[src/hdl/q2rv_pkg.sv]
// Shared types, widths and the CORDIC arctangent table for the
// quaternion to rotation vector unit. No dependencies.
package q2rv_pkg;

   localparam int SQRT_STEPS   = 32;
   localparam int CORDIC_STEPS = 24;
   localparam int QUO_BITS     = 17;
   localparam int LIMIT_WIDTH  = 29;
   localparam int RAD_W        = 64;
   localparam int CX_W         = 36;
   localparam int ANG_W        = 27;
   localparam int REM_W        = 49;

   localparam logic [LIMIT_WIDTH-1:0] LIMIT_RESET = 29'd2684;

   typedef logic signed [15:0] quat_type;

   typedef struct packed {
      quat_type         w;
      quat_type [2:0]   v;
      logic             full;
      logic [31:0]      sine;
      logic [31:0]      tx;
      logic [31:0]      ty;
      logic [31:0]      tz;
      logic [31:0]      scale;
   } item_type;

   typedef struct packed {
      logic                neg;
      logic                ovf;
      logic [REM_W-1:0]    rem;
      logic [QUO_BITS-1:0] quo;
   } lane_type;

   // atan(2^-i) in Q.24
   function automatic logic signed [ANG_W-1:0] atan_entry(input int step);
      logic signed [ANG_W-1:0] a;
      case (step)
         0:  a = 27'sd13176795;
         1:  a = 27'sd7778716;
         2:  a = 27'sd4110060;
         3:  a = 27'sd2086331;
         4:  a = 27'sd1047214;
         5:  a = 27'sd524117;
         6:  a = 27'sd262123;
         7:  a = 27'sd131069;
         8:  a = 27'sd65536;
         9:  a = 27'sd32768;
         10: a = 27'sd16384;
         11: a = 27'sd8192;
         12: a = 27'sd4096;
         13: a = 27'sd2048;
         14: a = 27'sd1024;
         15: a = 27'sd512;
         16: a = 27'sd256;
         17: a = 27'sd128;
         18: a = 27'sd64;
         19: a = 27'sd32;
         20: a = 27'sd16;
         21: a = 27'sd8;
         22: a = 27'sd4;
         23: a = 27'sd2;
         default: a = '0;
      endcase
      return a;
   endfunction

endpackage

[src/hdl/q2rv_div_cell.sv]
// One quotient bit of the three-lane restoring divider chain (divisor is the sine).
// Depends on q2rv_pkg.
module q2rv_div_cell #(
   parameter int STEP = 0
) (
   input  logic                     clock,
   input  logic                     reset,
   input  logic                     advance,
   input  logic                     in_valid,
   input  q2rv_pkg::item_type       in_item,
   input  q2rv_pkg::lane_type [2:0] in_lanes,
   output logic                     out_valid,
   output q2rv_pkg::item_type       out_item,
   output q2rv_pkg::lane_type [2:0] out_lanes
);

   localparam int SHIFT = q2rv_pkg::QUO_BITS - 1 - STEP;

   logic                         valid_ff;
   q2rv_pkg::item_type           item_ff;
   q2rv_pkg::lane_type [2:0]     lanes_ff, lanes_in;
   logic [q2rv_pkg::REM_W-1:0]   sub;

   always_comb begin
      sub = q2rv_pkg::REM_W'(in_item.sine) << SHIFT;
      for (int i = 0; i < 3; i++) begin
         lanes_in[i] = in_lanes[i];
         if (in_lanes[i].rem >= sub) begin
            lanes_in[i].rem = in_lanes[i].rem - sub;
            lanes_in[i].quo = {in_lanes[i].quo[q2rv_pkg::QUO_BITS-2:0], 1'b1};
         end else begin
            lanes_in[i].quo = {in_lanes[i].quo[q2rv_pkg::QUO_BITS-2:0], 1'b0};
         end
      end
   end

   always_ff @(posedge clock) begin
      if (reset) begin
         valid_ff <= 1'b0;
      end else if (advance) begin
         valid_ff <= in_valid;
      end
   end

   always_ff @(posedge clock) begin
      if (advance) begin
         item_ff  <= in_item;
         lanes_ff <= lanes_in;
      end
   end

   assign out_valid = valid_ff;
   assign out_item  = item_ff;
   assign out_lanes = lanes_ff;

endmodule

[config.mk]
export PLATFORM = sky130hd
export DESIGN_NAME = q2rv_div_cell
export DESIGN_NICKNAME = d
export VERILOG_FILES = /design/src/hdl/q2rv_pkg.sv /design/src/hdl/q2rv_div_cell.sv
export SDC_FILE = /design/constraint.sdc
export NUM_CORES = 1
export LEC_CHECK = 0
export BUFFER_PORTS_ARGS = -buffer_cell sky130_fd_sc_hd__buf_2
export CAP_MARGIN = 20
export CORE_AREA = 2 2 335 337
export CTS_CLUSTER_DIAMETER = 60
export DETAILED_ROUTE_END_ITERATION = 12
export DIE_AREA = 0 0 337 339
export GPL_ROUTABILITY_DRIVEN = 0
export PLACE_DENSITY_LB_ADDON = 0.25
export SLEW_MARGIN = 20
export SYNTH_ARGS = -nofsm -noshare
export SYNTH_HDL_FRONTEND = slang
export SYNTH_SLANG_ARGS = --single-unit
[constraint.sdc]
create_clock -name clock -period 5.2 [get_ports clock]
set_input_delay 0.52 -clock clock [delete_from_list [all_inputs] [get_ports clock]]
set_output_delay 0.52 -clock clock [all_outputs]
set_load 0.1 [all_outputs]
## Word-level counts from Yosys, hierarchy flattened

Cells that the tools add are included.

- Flip-flop bits (word level): 430
- Input port bits: 433
- Word-level logic and storage cells: 35
- Output and inout bits: 430

- Magnitude comparators: 3
- Multiplexer cells: 6
- Add/sub/neg operators: 3

Operator list:

| cell | count |
|---|---|
| $ge 49x48->1 | 3 |
| $mux 49 | 3 |
| $sub 49x48->49 | 3 |
| $mux 1 | 3 |

## Logic depth before layout (Yosys ltp)

- Word-level depth: 2
- Gate-level depth with buffers: 14
- Gate-level depth less buffers: 13

## Worst setup path before layout

Ideal clock, no wire load.

- Kind: in2reg
- Start: input port in_item[129] in the netlist's numbering
- End: register lanes_ff, in the netlist out_lanes[118], data pin
- Library setup time: 260 ps
- Path slack: 1,761 ps
- Stages on the path: 12
- Data arrival time: 3,179 ps
- Path buffers: 1
- Data required time: 4,940 ps
- Path through: inv_1 -> ha_1 -> nor2b_1 -> o31a_1 -> o311ai_1 -> a21oi_1 -> o31ai_1 -> o21a_1 -> o21ai_1 -> a221oi_4 -> buf_4 -> mux2_2

RTL lines:

| what | RTL line | RTL |
|---|---|---|
| from (decl) | q2rv_div_cell.sv:10 | `input q2rv_pkg::item_type in_item,` |
| to (signal assigned) | q2rv_div_cell.sv:48 | `lanes_ff <= lanes_in;` |
| to (decl) | q2rv_div_cell.sv:21 | `q2rv_pkg::lane_type [2:0] lanes_ff, lanes_in;` |

==> run_results.csv <==
group,metric,value,unit
sta,period_share,0.741,
die,initial_utilization,0.175,
global_route,grt_use_total,0.176,
sta,fin_hold_ws,0.0618,ns
setup_path,setup.worst_path.class,"in -> reg",
global_route,grt_pass1_vias,16151,
finish,drive_gt1_frac,0.412,
global_route,overflow,0,
outcome,outcome,"complete, no violations",
global_route,grt_start_max_net_pins,97,
yosys,synthXorXnorAreaFrac,0.0345,
yosys,synthMuxAreaShare,0.0132,
die,row_count,122,
yosys,syn_area,19300,um^2
job,maxCapViolations,0,
yosys,synth_top_family_by_area,"compound AO/OA/AOI/OAI gates",
finish,fill_cells,11736,
sta,hold_viol,0,
setup_path,cp_slowest_stage_delay,0.49,ns
clock_network,cts_tree,"yes",
route,postRouteWirelength,104000,um
die,io_pins,863,
sta,fmaxAchievable,259,MHz
clock_network,clockBufferDepth,3,
route,drt.antenna.violating_nets,0,
route,drtIter0Drc,1012,
die,dieArea,114000,um^2
sta,tns,0,ns
yosys,synth-edff-count,429,
finish,final_core_util,0.267,
route,viasPerCell,4.05,
yosys,synthTopCellsByArea,"edfxtp_1, ha_1, a21oi_1",
sta,final_max_slew_viol_count,0,
clock_network,cts-resized-gates,0,
power,ir_drop,0.205,mV
setup_path,slowest_stage,"o311ai_1",
yosys,synthArstFlopShare,0,
setup_path,worstPathCellList,"buf_2 -> inv_1 -> ha_1 -> nor2b_1 -> o31a_1 -> o311ai_1 -> a21oi_1 -> o31ai_1 -> o21a_1 -> o21ai_1 -> a221oi_4 -> buf_12 -> mux2_2",
clock_network,h-tree-depth,3,
min_path,hold_class,"in -> reg",
yosys,avgSynthCellArea,13.8,um^2
setup_path,cp.required,5.57,ns
clock_network,cts_inserted_buffers,76,
route,firstDrtPassIters,5,
finish,design_area,29500,um^2
die,dieHeight,339,um
die,die_width,337,um
yosys,syn-num-nets,1932,
sta,worst_slack,1.35,ns
yosys,synthCells,1400,
setup_path,cp-end-kind,"register",
placement,dp_worst_setup_slack,0.674,ns
power,cellPowerDensity,464,nW/um^2
setup_path,cp-start-kind,"input port",
global_route,antenna_found_initial,78,
placement,placed_area,25500,um^2
finish,num-nets-final,2984,
clock_network,root_buffer,"clkbuf_16",
setup_path,crit_path_max_fanout,62,
finish,area.sequential,12900,um^2
setup_path,cp.arrival,4.23,ns
yosys,yosys.area_share.simple,0.0808,
yosys,yosysMostFrequentCell,"edfxtp_1",
yosys,synth_largest_area_cell,"edfxtp_1",
clock_network,clock_latency,0.62,ns
yosys,yosys.cell_types.count,68,
yosys,synth-main-ff-cell,"edfxtp_1",
route,wire_per_inst,25.9,um
sta,slew_headroom,0.318,
sta,worst_pin_slew,1.02,ns
yosys,seq_area_frac_synth,0.669,
placement,port_buffers,859,
placement,dp_hpwl,86300,um
die,core,110000,um^2
yosys,synth_fa_ha_area_frac,0.0654,
sta,period_minus_slack,3.85,ns
global_route,grt_pass1_wl,136000,um
yosys,yosysWarnings,0,
sta,fin_skew,0,ns
finish,multi_input_area,6020,um^2
finish,syn2layout_area_growth,52.8,%
yosys,synth-seq-cells,430,
yosys,synthTopCellsByCount,"edfxtp_1, nand2_1, a21oi_1",
sta,setup_viol,0,
yosys,synth_compound_area_frac,0.118,
sta,grt_setup_unrepaired,"no",
yosys,yosysTopAreaCellShare,0.668,
route,vias,16288,
clock_network,clock-sinks,430,
clock_network,clk_pin_slew,0.06,ns
power,p_leak,0.0123,uW
route,drc,0,
==> where the power goes <==
part           switching [uW]  leakage [uW]  internal [uW]
registers                93.6       0.00421           4230
clock network            2000       0.00125           3180
logic                    3420       0.00686            762
total                    5510        0.0123           8170
==> logic make-up after synthesis <==
kind of cell,count (synthesis)
xor+xnor,76
simple gates,318
flops,430
fa+ha+maj,99
mux,23
buf+inv,95
compound gates,359
==> layout make-up <==
class,instances,area share
clock buffer,86,0.0665
tap,1488,0.0632
antenna,19,0.00161
clock inverter,53,0.0218
timing repair buffer,1007,0.197
sequential,430,0.438
multi-input combinational,875,0.204
inverter,62,0.00789
==> state kept, by name, indices dropped and copies added, names as in the netlist <==
name and flops:
out_item 225, out_lanes 204, out_valid 1
==> final timing paths <==
path / to / cells after the start / slack [ns] / startpoint
worst min register to register: out_valid / 2 / 0.50 / out_valid
worst min-delay path: out_item[48] / 1 / 0.06 / in_item[48]
worst max-delay path: out_lanes[111] / 13 / 1.35 / in_item[129]
worst max register to register: out_valid / 2 / 4.61 / out_valid
==> layer usage <==
metal	track usage	vias to the layer above	wire, um
li1	-	7514	-
met1	0.200	7876	39000
met2	0.292	690	49500
met5	0	-	381
met3	0.0911	154	13300
met4	0.0393	54	2060
==> stage by stage <==
step / power (uW) / cells
after global placement: 8530 / 3731
final: 13700 / 4020
after floorplan: 7480 / 1400
after detailed placement: 8520 / 3731
after CTS: 13900 / 4001
after global routing: 14200 / 4008
==> layout by cell type, fill, tap and decap left out, drive strengths merged, types with 16 or more instances in the layout <==
cell type / Yosys / final
a21o: 37 / 37
clkinv: 0 / 22
nand2: 112 / 112
nand2b: 16 / 16
xnor2: 41 / 41
nor2b: 22 / 22
nand3: 23 / 23
dlygate4sd3: 0 / 131
o21ai: 110 / 110
nor3: 18 / 18
nor2: 58 / 58
nand4: 19 / 19
xor2: 35 / 35
edfxtp: 429 / 429
mux2: 20 / 20
inv: 62 / 79
diode: 0 / 19
a21oi: 111 / 111
ha: 96 / 96
buf: 7 / 876
clkbuf: 26 / 86
==> critical path, delay by kind of cell <==
family / cells / cell delay, ns
compound gates: 7 / 2.13
fa+ha+maj: 1 / 0.32
mux: 1 / 0.36
buf+inv: 3 / 0.69
simple gates: 1 / 0.15
==> repair_timing <==
item	CTS	global route
buffers inserted	0	0
endpoints found under the hold margin	131	0
hold buffers	131	0
(Power assumes the default switching activity.)
