[src/hdl/q2rv_pkg.sv]
// Shared types, widths and the CORDIC arctangent table for the
// quaternion to rotation vector unit. No dependencies.
package q2rv_pkg;

   localparam int SQRT_STEPS   = 32;
   localparam int CORDIC_STEPS = 24;
   localparam int QUO_BITS     = 17;
   localparam int LIMIT_WIDTH  = 29;
   localparam int RAD_W        = 64;
   localparam int CX_W         = 36;
   localparam int ANG_W        = 27;
   localparam int REM_W        = 49;

   localparam logic [LIMIT_WIDTH-1:0] LIMIT_RESET = 29'd2684;

   typedef logic signed [15:0] quat_type;

   typedef struct packed {
      quat_type         w;
      quat_type [2:0]   v;
      logic             full;
      logic [31:0]      sine;
      logic [31:0]      tx;
      logic [31:0]      ty;
      logic [31:0]      tz;
      logic [31:0]      scale;
   } item_type;

   typedef struct packed {
      logic                neg;
      logic                ovf;
      logic [REM_W-1:0]    rem;
      logic [QUO_BITS-1:0] quo;
   } lane_type;

   // atan(2^-i) in Q.24
   function automatic logic signed [ANG_W-1:0] atan_entry(input int step);
      logic signed [ANG_W-1:0] a;
      case (step)
         0:  a = 27'sd13176795;
         1:  a = 27'sd7778716;
         2:  a = 27'sd4110060;
         3:  a = 27'sd2086331;
         4:  a = 27'sd1047214;
         5:  a = 27'sd524117;
         6:  a = 27'sd262123;
         7:  a = 27'sd131069;
         8:  a = 27'sd65536;
         9:  a = 27'sd32768;
         10: a = 27'sd16384;
         11: a = 27'sd8192;
         12: a = 27'sd4096;
         13: a = 27'sd2048;
         14: a = 27'sd1024;
         15: a = 27'sd512;
         16: a = 27'sd256;
         17: a = 27'sd128;
         18: a = 27'sd64;
         19: a = 27'sd32;
         20: a = 27'sd16;
         21: a = 27'sd8;
         22: a = 27'sd4;
         23: a = 27'sd2;
         default: a = '0;
      endcase
      return a;
   endfunction

endpackage

[src/hdl/q2rv_cordic_cell.sv]
// One vectoring iteration of the CORDIC atan2 chain.
// Depends on q2rv_pkg.
module q2rv_cordic_cell #(
   parameter int STEP = 0
) (
   input  logic                              clock,
   input  logic                              reset,
   input  logic                              advance,
   input  logic                              in_valid,
   input  q2rv_pkg::item_type                in_item,
   input  logic signed [q2rv_pkg::CX_W-1:0]  in_x,
   input  logic signed [q2rv_pkg::CX_W-1:0]  in_y,
   input  logic signed [q2rv_pkg::ANG_W-1:0] in_z,
   output logic                              out_valid,
   output q2rv_pkg::item_type                out_item,
   output logic signed [q2rv_pkg::CX_W-1:0]  out_x,
   output logic signed [q2rv_pkg::CX_W-1:0]  out_y,
   output logic signed [q2rv_pkg::ANG_W-1:0] out_z
);

   localparam logic signed [q2rv_pkg::ANG_W-1:0] ANGLE = q2rv_pkg::atan_entry(STEP);

   logic                              valid_ff;
   q2rv_pkg::item_type                item_ff;
   logic signed [q2rv_pkg::CX_W-1:0]  x_ff, x_in, y_ff, y_in, dx, dy;
   logic signed [q2rv_pkg::ANG_W-1:0] z_ff, z_in;
   logic                              pos;

   always_comb begin
      dx  = in_y >>> STEP;
      dy  = in_x >>> STEP;
      pos = !in_y[q2rv_pkg::CX_W-1] && (in_y != '0);
      if (pos) begin
         x_in = in_x + dx;
         y_in = in_y - dy;
         z_in = in_z + ANGLE;
      end else begin
         x_in = in_x - dx;
         y_in = in_y + dy;
         z_in = in_z - ANGLE;
      end
   end

   always_ff @(posedge clock) begin
      if (reset) begin
         valid_ff <= 1'b0;
      end else if (advance) begin
         valid_ff <= in_valid;
      end
   end

   always_ff @(posedge clock) begin
      if (advance) begin
         item_ff <= in_item;
         x_ff    <= x_in;
         y_ff    <= y_in;
         z_ff    <= z_in;
      end
   end

   assign out_valid = valid_ff;
   assign out_item  = item_ff;
   assign out_x     = x_ff;
   assign out_y     = y_ff;
   assign out_z     = z_ff;

endmodule

[config.mk]
export PLATFORM = sky130hd
export DESIGN_NAME = q2rv_cordic_cell
export DESIGN_NICKNAME = d
export VERILOG_FILES = /design/src/hdl/q2rv_pkg.sv /design/src/hdl/q2rv_cordic_cell.sv
export SDC_FILE = /design/constraint.sdc
export NUM_CORES = 1
export LEC_CHECK = 0
export BUFFER_PORTS_ARGS = -buffer_cell sky130_fd_sc_hd__buf_4
export CELL_PAD_IN_SITES_DETAIL_PLACEMENT = 1
export CELL_PAD_IN_SITES_GLOBAL_PLACEMENT = 2
export CORE_MARGIN = 8
export CORE_UTILIZATION = 31
export DETAILED_ROUTE_END_ITERATION = 10
export GPL_TIMING_DRIVEN = 1
export PLACE_DENSITY = 0.92
export SYNTH_ARGS = -nofsm -noshare
export SYNTH_HDL_FRONTEND = slang
export SYNTH_SLANG_ARGS = --single-unit
[constraint.sdc]
create_clock -name clock -period 6.44 [get_ports clock]
set_clock_uncertainty 0.05 [all_clocks]
set_input_delay 0.966 -clock clock [delete_from_list [all_inputs] [get_ports clock]]
set_output_delay 0.966 -clock clock [all_outputs]
set_load 0.1 [all_outputs]
======== After elaboration in Yosys (flattened, before gate mapping) ========
Cells that the tools add are included.
word-level totals
  input port bits ......................... 328
  word-level logic and storage cells ...... 25
  output and inout bits ................... 325
  register bits ........................... 325
operators by class
  muxes and demuxes ....................... 3
  reductions and logical operators ........ 3
  add/subtract/negate cells ............... 5
operator list
  operator                count
  $mux 36                 2
  $sub 36x36->36          2
  $add 36x36->36          1
  $reduce_bool 36->1      1
  $add 27x25->27 const B  1
  $mux 27                 1
  $sub 27x25->27 const B  1
  $logic_and 1x1->1       1
  $logic_not 1->1         1

======== Longest topological paths before layout ========
Gate-level depths: netlist of the first run.
  depth in word-level cells ............... 3
  depth in mapped cells ................... 17
  gate-level depth less buffers ........... 14

======== Least setup slack after synthesis of the first run ========
OpenSTA, ideal clock, no wires.
  path kind ............................... input port to flip-flop
  start point ............................. in in_y[0] (netlist bit)
  end point ............................... reg z_ff, in the netlist out_z[24] (data pin)
  stages on the path ...................... 16
  arrival time ............................ 4746 ps
  required time ........................... 6132 ps
  library setup time ...................... 258 ps
  slack ................................... 1386 ps
  path buffers ............................ 3
  cells stage by stage .................... nor4_1 -> and4_1 -> a41o_1 -> clkbuf_1 -> clkbuf_1 -> buf_1 -> ha_1 -> or4_1 -> o21ai_0 -> a21oi_1 -> a2111oi_2 -> nor3_1 -> o31ai_1 -> nand2b_1 -> a21oi_1 -> xnor2_1
between the ends
  word-level cells in the longest chain between the ends .. 3
RTL lines
  element                  RTL line                RTL
  start, declared          q2rv_cordic_cell.sv:12  input logic signed [q2rv_pkg::CX_W-1:0] in_y,
  $reduce_bool 36->1       q2rv_cordic_cell.sv:32  pos = !in_y[q2rv_pkg::CX_W-1] && (in_y != '0);
  $logic_and 1x1->1        q2rv_cordic_cell.sv:32
  $mux 27                  q2rv_cordic_cell.sv:33  if (pos) begin
  named net z_in, one bit  q2rv_cordic_cell.sv:26  logic signed [q2rv_pkg::ANG_W-1:0] z_ff, z_in;
  end signal, assigned     q2rv_cordic_cell.sv:57  z_ff <= z_in;
  end, declared            q2rv_cordic_cell.sv:26
The timed path passes the listed nets, and every way through them passes these cells.
A chain may end at the register's enable or synchronous reset.

======== Final worst setup path of the first run ========
  start point ............................. in in_y[5] (netlist bit)
  end point ............................... reg z_ff, in the netlist out_z[23] (data pin)
Same word-level chain as after synthesis.

==> impl_metrics.toml, run 1 <==
[status]
status = "completed"

[place]
place.gp.congestion = 0.9934
port_buffers = 652
place_worst_setup_slack_ns = 0.7400
dp_hpwl_mm = 79.97
dp.cells = 2880

[synthesis]
netlist_area_um2 = 17610
yosys-top-cells-area = "edfxtp_1, ha_1, a21oi_1"
synth_nets = 1976
yosysSeqAreaShare_pct = 55.20
yosysWarnings = 0
syn_inst = 1514
avgSynthCellArea_um2 = 11.63
synth-async-reset-ratio_pct = 0
yosysTopAreaCell = "edfxtp_1"
yosys_most_used_dff = "edfxtp_1"
synth_top_area_share_pct = 55.08
synth_edf_count = 323
ys_ff_latch = 324
ys_types = 83

[worst_hold_path]
min_path_cells = 2
holdPathEnd = "out_valid"
hp-start = "out_valid"
hold_class = "reg -> reg"

[drt]
wl_per_cell_um = 32.73
drt-total-wl_mm = 96.98
drc_errors = 0
postRouteAntennaNets = 0
drt_iter0_drc = 1416
vias = 15960
dr.pass1.iters = 5
vias_per_cell = 5.386

[power_and_ir_drop]
leakagePower_nw = 10.48
p_total_mw = 8.232
combPwrFrac_pct = 38.5
power_switching_mw = 3.532
swShare_pct = 42.90
clkPwrFrac_pct = 28.4
internal_power_mw = 4.700
peakVddDrop_uv = 280.3
power.density_nw_per_um2 = 333.9
pwr-share-seq_pct = 33.1

[worst_setup_path]
crit_path_start_kind = "primary input"
reg2reg_to = "out_valid"
end_kind = "flop"
r2r_start = "out_valid"
worstRegToRegCells = 2
crit_chain = "buf_4 > nor4_1 > and4_1 > a41o_2 > inv_2 > ha_1 > and3_1 > nand3_1 > a21oi_1 > o41ai_1 > a211o_1 > a311oi_1 > o21ai_0 > o311ai_0"
path_class = "in -> reg"
slowest_delay_ns = 0.50
slowest_stage = "nor4_1"
cp_max_fo = 19
crit_required_ns = 6.73
startpoint = "in_y[5]"
regToRegSetupSlack_ns = 5.75
worst_ep_arrival_time_ns = 5.32

[timing]
rsz0062_at_grt = "no"
period_minus_slack_ns = 5.032
hold_viol_final = 0
period_share_pct = 78.13
fin_ws_ns = 1.408
finalHoldWorstSlack_ns = 0.4969
max_slew_margin_pct = 32.33
setup_tns_ns = 0
setup_viol = 0
slew_violations = 0
tightest_slew_ns = 1.015
max_freq_mhz = 198.7

[clock_tree]
cts_setup_buffers = 0
clkSinkCount = 324
clk_latency_ns = 0.56
clkTransAtPathRegs_ns = 0.05
cts_tree = "built"
cts_resized = 0
cts_root_buf = "clkbuf_16"
cts_buffer_depth = 3
cts_hold_buffers = 0
cts.htree.levels = 2
cts-buffers-inserted = 41

[layout]
fillCellCount = 6207
instances_no_fill = 2963
drive_gt1_share_pct = 33.99
mostFrequentLayoutCell = "buf_4"
layout_common_cells = "buf_4, edfxtp_1, a21oi_1"
finalNetCount = 2629
area_growth_syn_to_layout_pct = 40.02

[die]
die-area_um2 = 64680
initial_core_util_pct = 31.29
core_area_um2 = 56280
die_x_um = 254.3
die_h_um = 254.3
pin_count = 653
row_count = 87

[global_routing]
grt_max_degree = 158
grt_pass1_wl_mm = 130.4
antenna_found_initial = 23
grt_pass1_vias = 16150
track_usage_pct = 28.52
grt_overflow = 0

[run]
max_cap_violations = 0
layer usage:
metal	vias to the layer above	routed length, um	GRT usage [%]
met5	-	130	0
met4	20	3017	8.286
met3	122	9131	8.467
met2	731	47240	48.40
met1	8150	37450	34.89
li1	6935	-	-
power groups by stage:
stage               Combinational, mW  Sequential [mW]  Clock, mW
detailed placement               3.16             2.75          0
finish                           3.17             2.73       2.33
floorplan                       0.626             4.30          0
CTS                              3.17             2.72       2.39
global route                     3.26             2.74       2.45
global placement                 3.14             2.75          0
critical path, delay by kind of cell:
kind                       cells  cell delay (ns)
AOI/OAI and AO/OA              7             2.36
and+or+nand+nor                4             1.10
adders and majority gates      1             0.47
buffers and inverters          2             0.41
flip-flops by register name, indices dropped and copies added, names as in the netlist:
signal / flops
out_item: 225
out_valid: 1
out_x: 36
out_y: 35
out_z: 27
layout make-up:
class	instances	area [um2]	area share [%]
flip-flops and latches	324	9719	39.42
multi-input cells	1019	7202	29.21
repair buffers	658	4972	20.17
clock buffers	52	1089	4.415
well taps	756	945.9	3.837
inverters	123	461.7	1.873
clock inverters	19	235.2	0.9541
diodes	12	30.03	0.1218
through the flow:
step                util (%)  cell area, um2
floorplan                  -           17610
global placement       41.40           23300
detailed placement     41.40           23300
CTS                    43.76           24620
global route           43.76           24630
finish                 43.81           24650
cell families after synthesis:
family                     after synthesis  synth area share [%]
buffers and inverters                  171                 3.908
muxes                                   11                0.6324
and+or+nand+nor                        359                 10.28
xor gates and xnor gates                86                 4.278
DFF                                    324                 55.20
adders and majority gates              134                 9.692
AOI/OAI and AO/OA                      429                 16.01
Yosys cell counts, types with 15 or more instances:
master	instances
nand4_1	16
or3_1	16
nor3_1	39
edfxtp_1	323
inv_1	119
a21oi_1	157
nor4_1	20
o21ai_0	85
nor2b_1	18
xnor2_1	76
nand3_1	15
nand2_1	68
ha_1	130
a21o_1	32
nor2_1	103
clkbuf_1	19
nand2b_1	20
o21bai_1	25
worst max-delay path by stage:
stage	to	slack [ns]
after global placement	out_z[21]	1.01
after CTS	out_z[23]	1.38
after detailed placement	out_z[23]	0.74
after floorplan	out_z[24]	1.39
final	out_z[23]	1.41
after global routing	out_z[23]	1.05
(Power assumes the default switching activity.)
==> run 2, diff against run 1 <==
Clock period 6.44 ns to 4.7 ns, I/O delays scaled along.
==> impl_metrics.toml, run 2 (synthesis gave the netlist of run 1 again) <==
[clock_tree]
cts-buffers-inserted = 40
clk_latency_ns = 0.56
cts_tree = "built"
clkTransAtPathRegs_ns = 0.06
cts_root_buf = "clkbuf_16"
clkSinkCount = 324
cts_buffer_depth = 3
cts_setup_buffers = 0
cts.htree.levels = 2
cts_hold_buffers = 0
cts_resized = 0

[power_and_ir_drop]
leakagePower_nw = 10.70
p_total_mw = 11.30
power.density_nw_per_um2 = 452.1
peakVddDrop_uv = 349.8

[die]
core_area_um2 = 56280
die_x_um = 254.3
row_count = 87
pin_count = 653
die_h_um = 254.3
die-area_um2 = 64680
initial_core_util_pct = 31.29

[global_routing]
track_usage_pct = 27.84
grt_max_degree = 100
grt_pass1_wl_mm = 128.8
grt_pass1_vias = 16460
grt_overflow = 0
antenna_found_initial = 20

[drt]
drt_iter0_drc = 1195
drc_errors = 0
postRouteAntennaNets = 0
vias = 15810
wl_per_cell_um = 31.63
vias_per_cell = 5.259
drt-total-wl_mm = 95.07
dr.pass1.iters = 5

[timing]
setup_viol = 0
max_freq_mhz = 240.3
slew_violations = 0
rsz0062_at_grt = "no"
setup_tns_ns = 0
tightest_slew_ns = 1.018
period_minus_slack_ns = 4.161
max_slew_margin_pct = 30.39
hold_viol_final = 0
period_share_pct = 88.53

[place]
dp_hpwl_mm = 78.57
port_buffers = 652
place_area_um2 = 23640
place.gp.congestion = 0.9710

[worst_setup_path]
worstRegToRegCells = 2
end_kind = "flop"
r2r_start = "out_valid"
crit_path_start_kind = "primary input"
worst_ep_arrival_time_ns = 4.46
reg2reg_to = "out_valid"
cp_max_fo = 10
regToRegSetupSlack_ns = 4.07
startpoint = "in_y[16]"
crit_required_ns = 5.00
path_class = "in -> reg"

[layout]
mostFrequentLayoutCell = "buf_4"
layout_common_cells = "buf_4, edfxtp_1, a21oi_1"
drive_gt1_share_pct = 35.65
area_growth_syn_to_layout_pct = 41.90
largest_register_ffs = 225
fillCellCount = 6220
finalNetCount = 2673
design_area_um2 = 24990

[worst_hold_path]
min_path_cells = 2
holdPathEnd = "out_valid"
hp-start = "reset"
hold_class = "in -> reg"

[run]
max_cap_violations = 0

[status]
status = "completed"
run 2: cell types whose count changed in the layout (fill, tap and decap cells not counted), sizes merged:
| cell | delta |
|---|---|
| diode | -3 |
| buf | +45 |
| clkinvlp | +2 |
| clkinv | +3 |
| clkbuf | -5 |
| bufinv | +1 |
run 2: per-layer routing:
metal | routed length [um] | part of all wire (%) | vias up | global-route usage (%)
met2 | 46430 | 49 | 586 | 47.83
met1 | 37220 | 39 | 8085 | 33.17
met3 | 8432 | 8.9 | 106 | 9.007
li1 | - | - | 7017 | -
met4 | 2886 | 3.0 | 16 | 7.942
met5 | 105 | 0.11 | - | 0
run 2: power by group:
group | switching (mW) | internal, mW | total (mW) | leakage [nW]
registers | 0.133 | 3.56 | 3.70 | 3.17
clock network | 1.29 | 1.90 | 3.19 | 0.645
logic | 3.41 | 1.00 | 4.41 | 6.89
run 2: worst max path at each step:
stage / endpoint / slack (ns)
2_1_floorplan: out_z[21] / 0.07
3_3_place_gp: out_z[23] / 0.03
3_5_place_dp: out_z[23] / -0.12
4_1_cts: out_z[23] / 0.50
5_1_grt: out_z[23] / 0.20
6_report: out_z[23] / 0.54
run 2: cell type report:
| class | count | area [um2] | share of cell area, % |
|---|---|---|---|
| multi-input cells | 1019 | 7202 | 28.82 |
| flip-flops and latches | 324 | 9719 | 38.90 |
| well taps | 756 | 945.9 | 3.786 |
| clock buffers | 47 | 1027 | 4.111 |
| inverters | 123 | 461.7 | 1.848 |
| clock inverters | 25 | 296.5 | 1.187 |
| repair buffers | 703 | 5310 | 21.25 |
| diodes | 9 | 22.52 | 0.09014 |
run 2: critical path: stages:
cell	delay [ns]
buf_4	0.14
nor4_1	0.33
buf_4	0.17
and3_1	0.27
a41o_2	0.29
inv_2	0.13
ha_1	0.35
and3_1	0.19
nand3_1	0.08
a21oi_1	0.21
o41ai_1	0.14
buf_4	0.16
a211o_1	0.32
a311oi_1	0.47
o21ai_0	0.20
o311ai_0	0.31
run 2: stage by stage:
| stage | setup WS (ns) | hold slack (ns) | cells | util, % |
|---|---|---|---|---|
| floorplan | 0.07088 | 0.7274 | 1514 | - |
| global placement | 0.02542 | 0.4352 | 2925 | 42.00 |
| detailed placement | -0.1247 | 0.4364 | 2925 | 42.00 |
| CTS | 0.5006 | 0.2155 | 2997 | 44.36 |
| global route | 0.2050 | 0.2372 | 3000 | 44.37 |
| finish | 0.5393 | 0.2449 | 3006 | 44.40 |
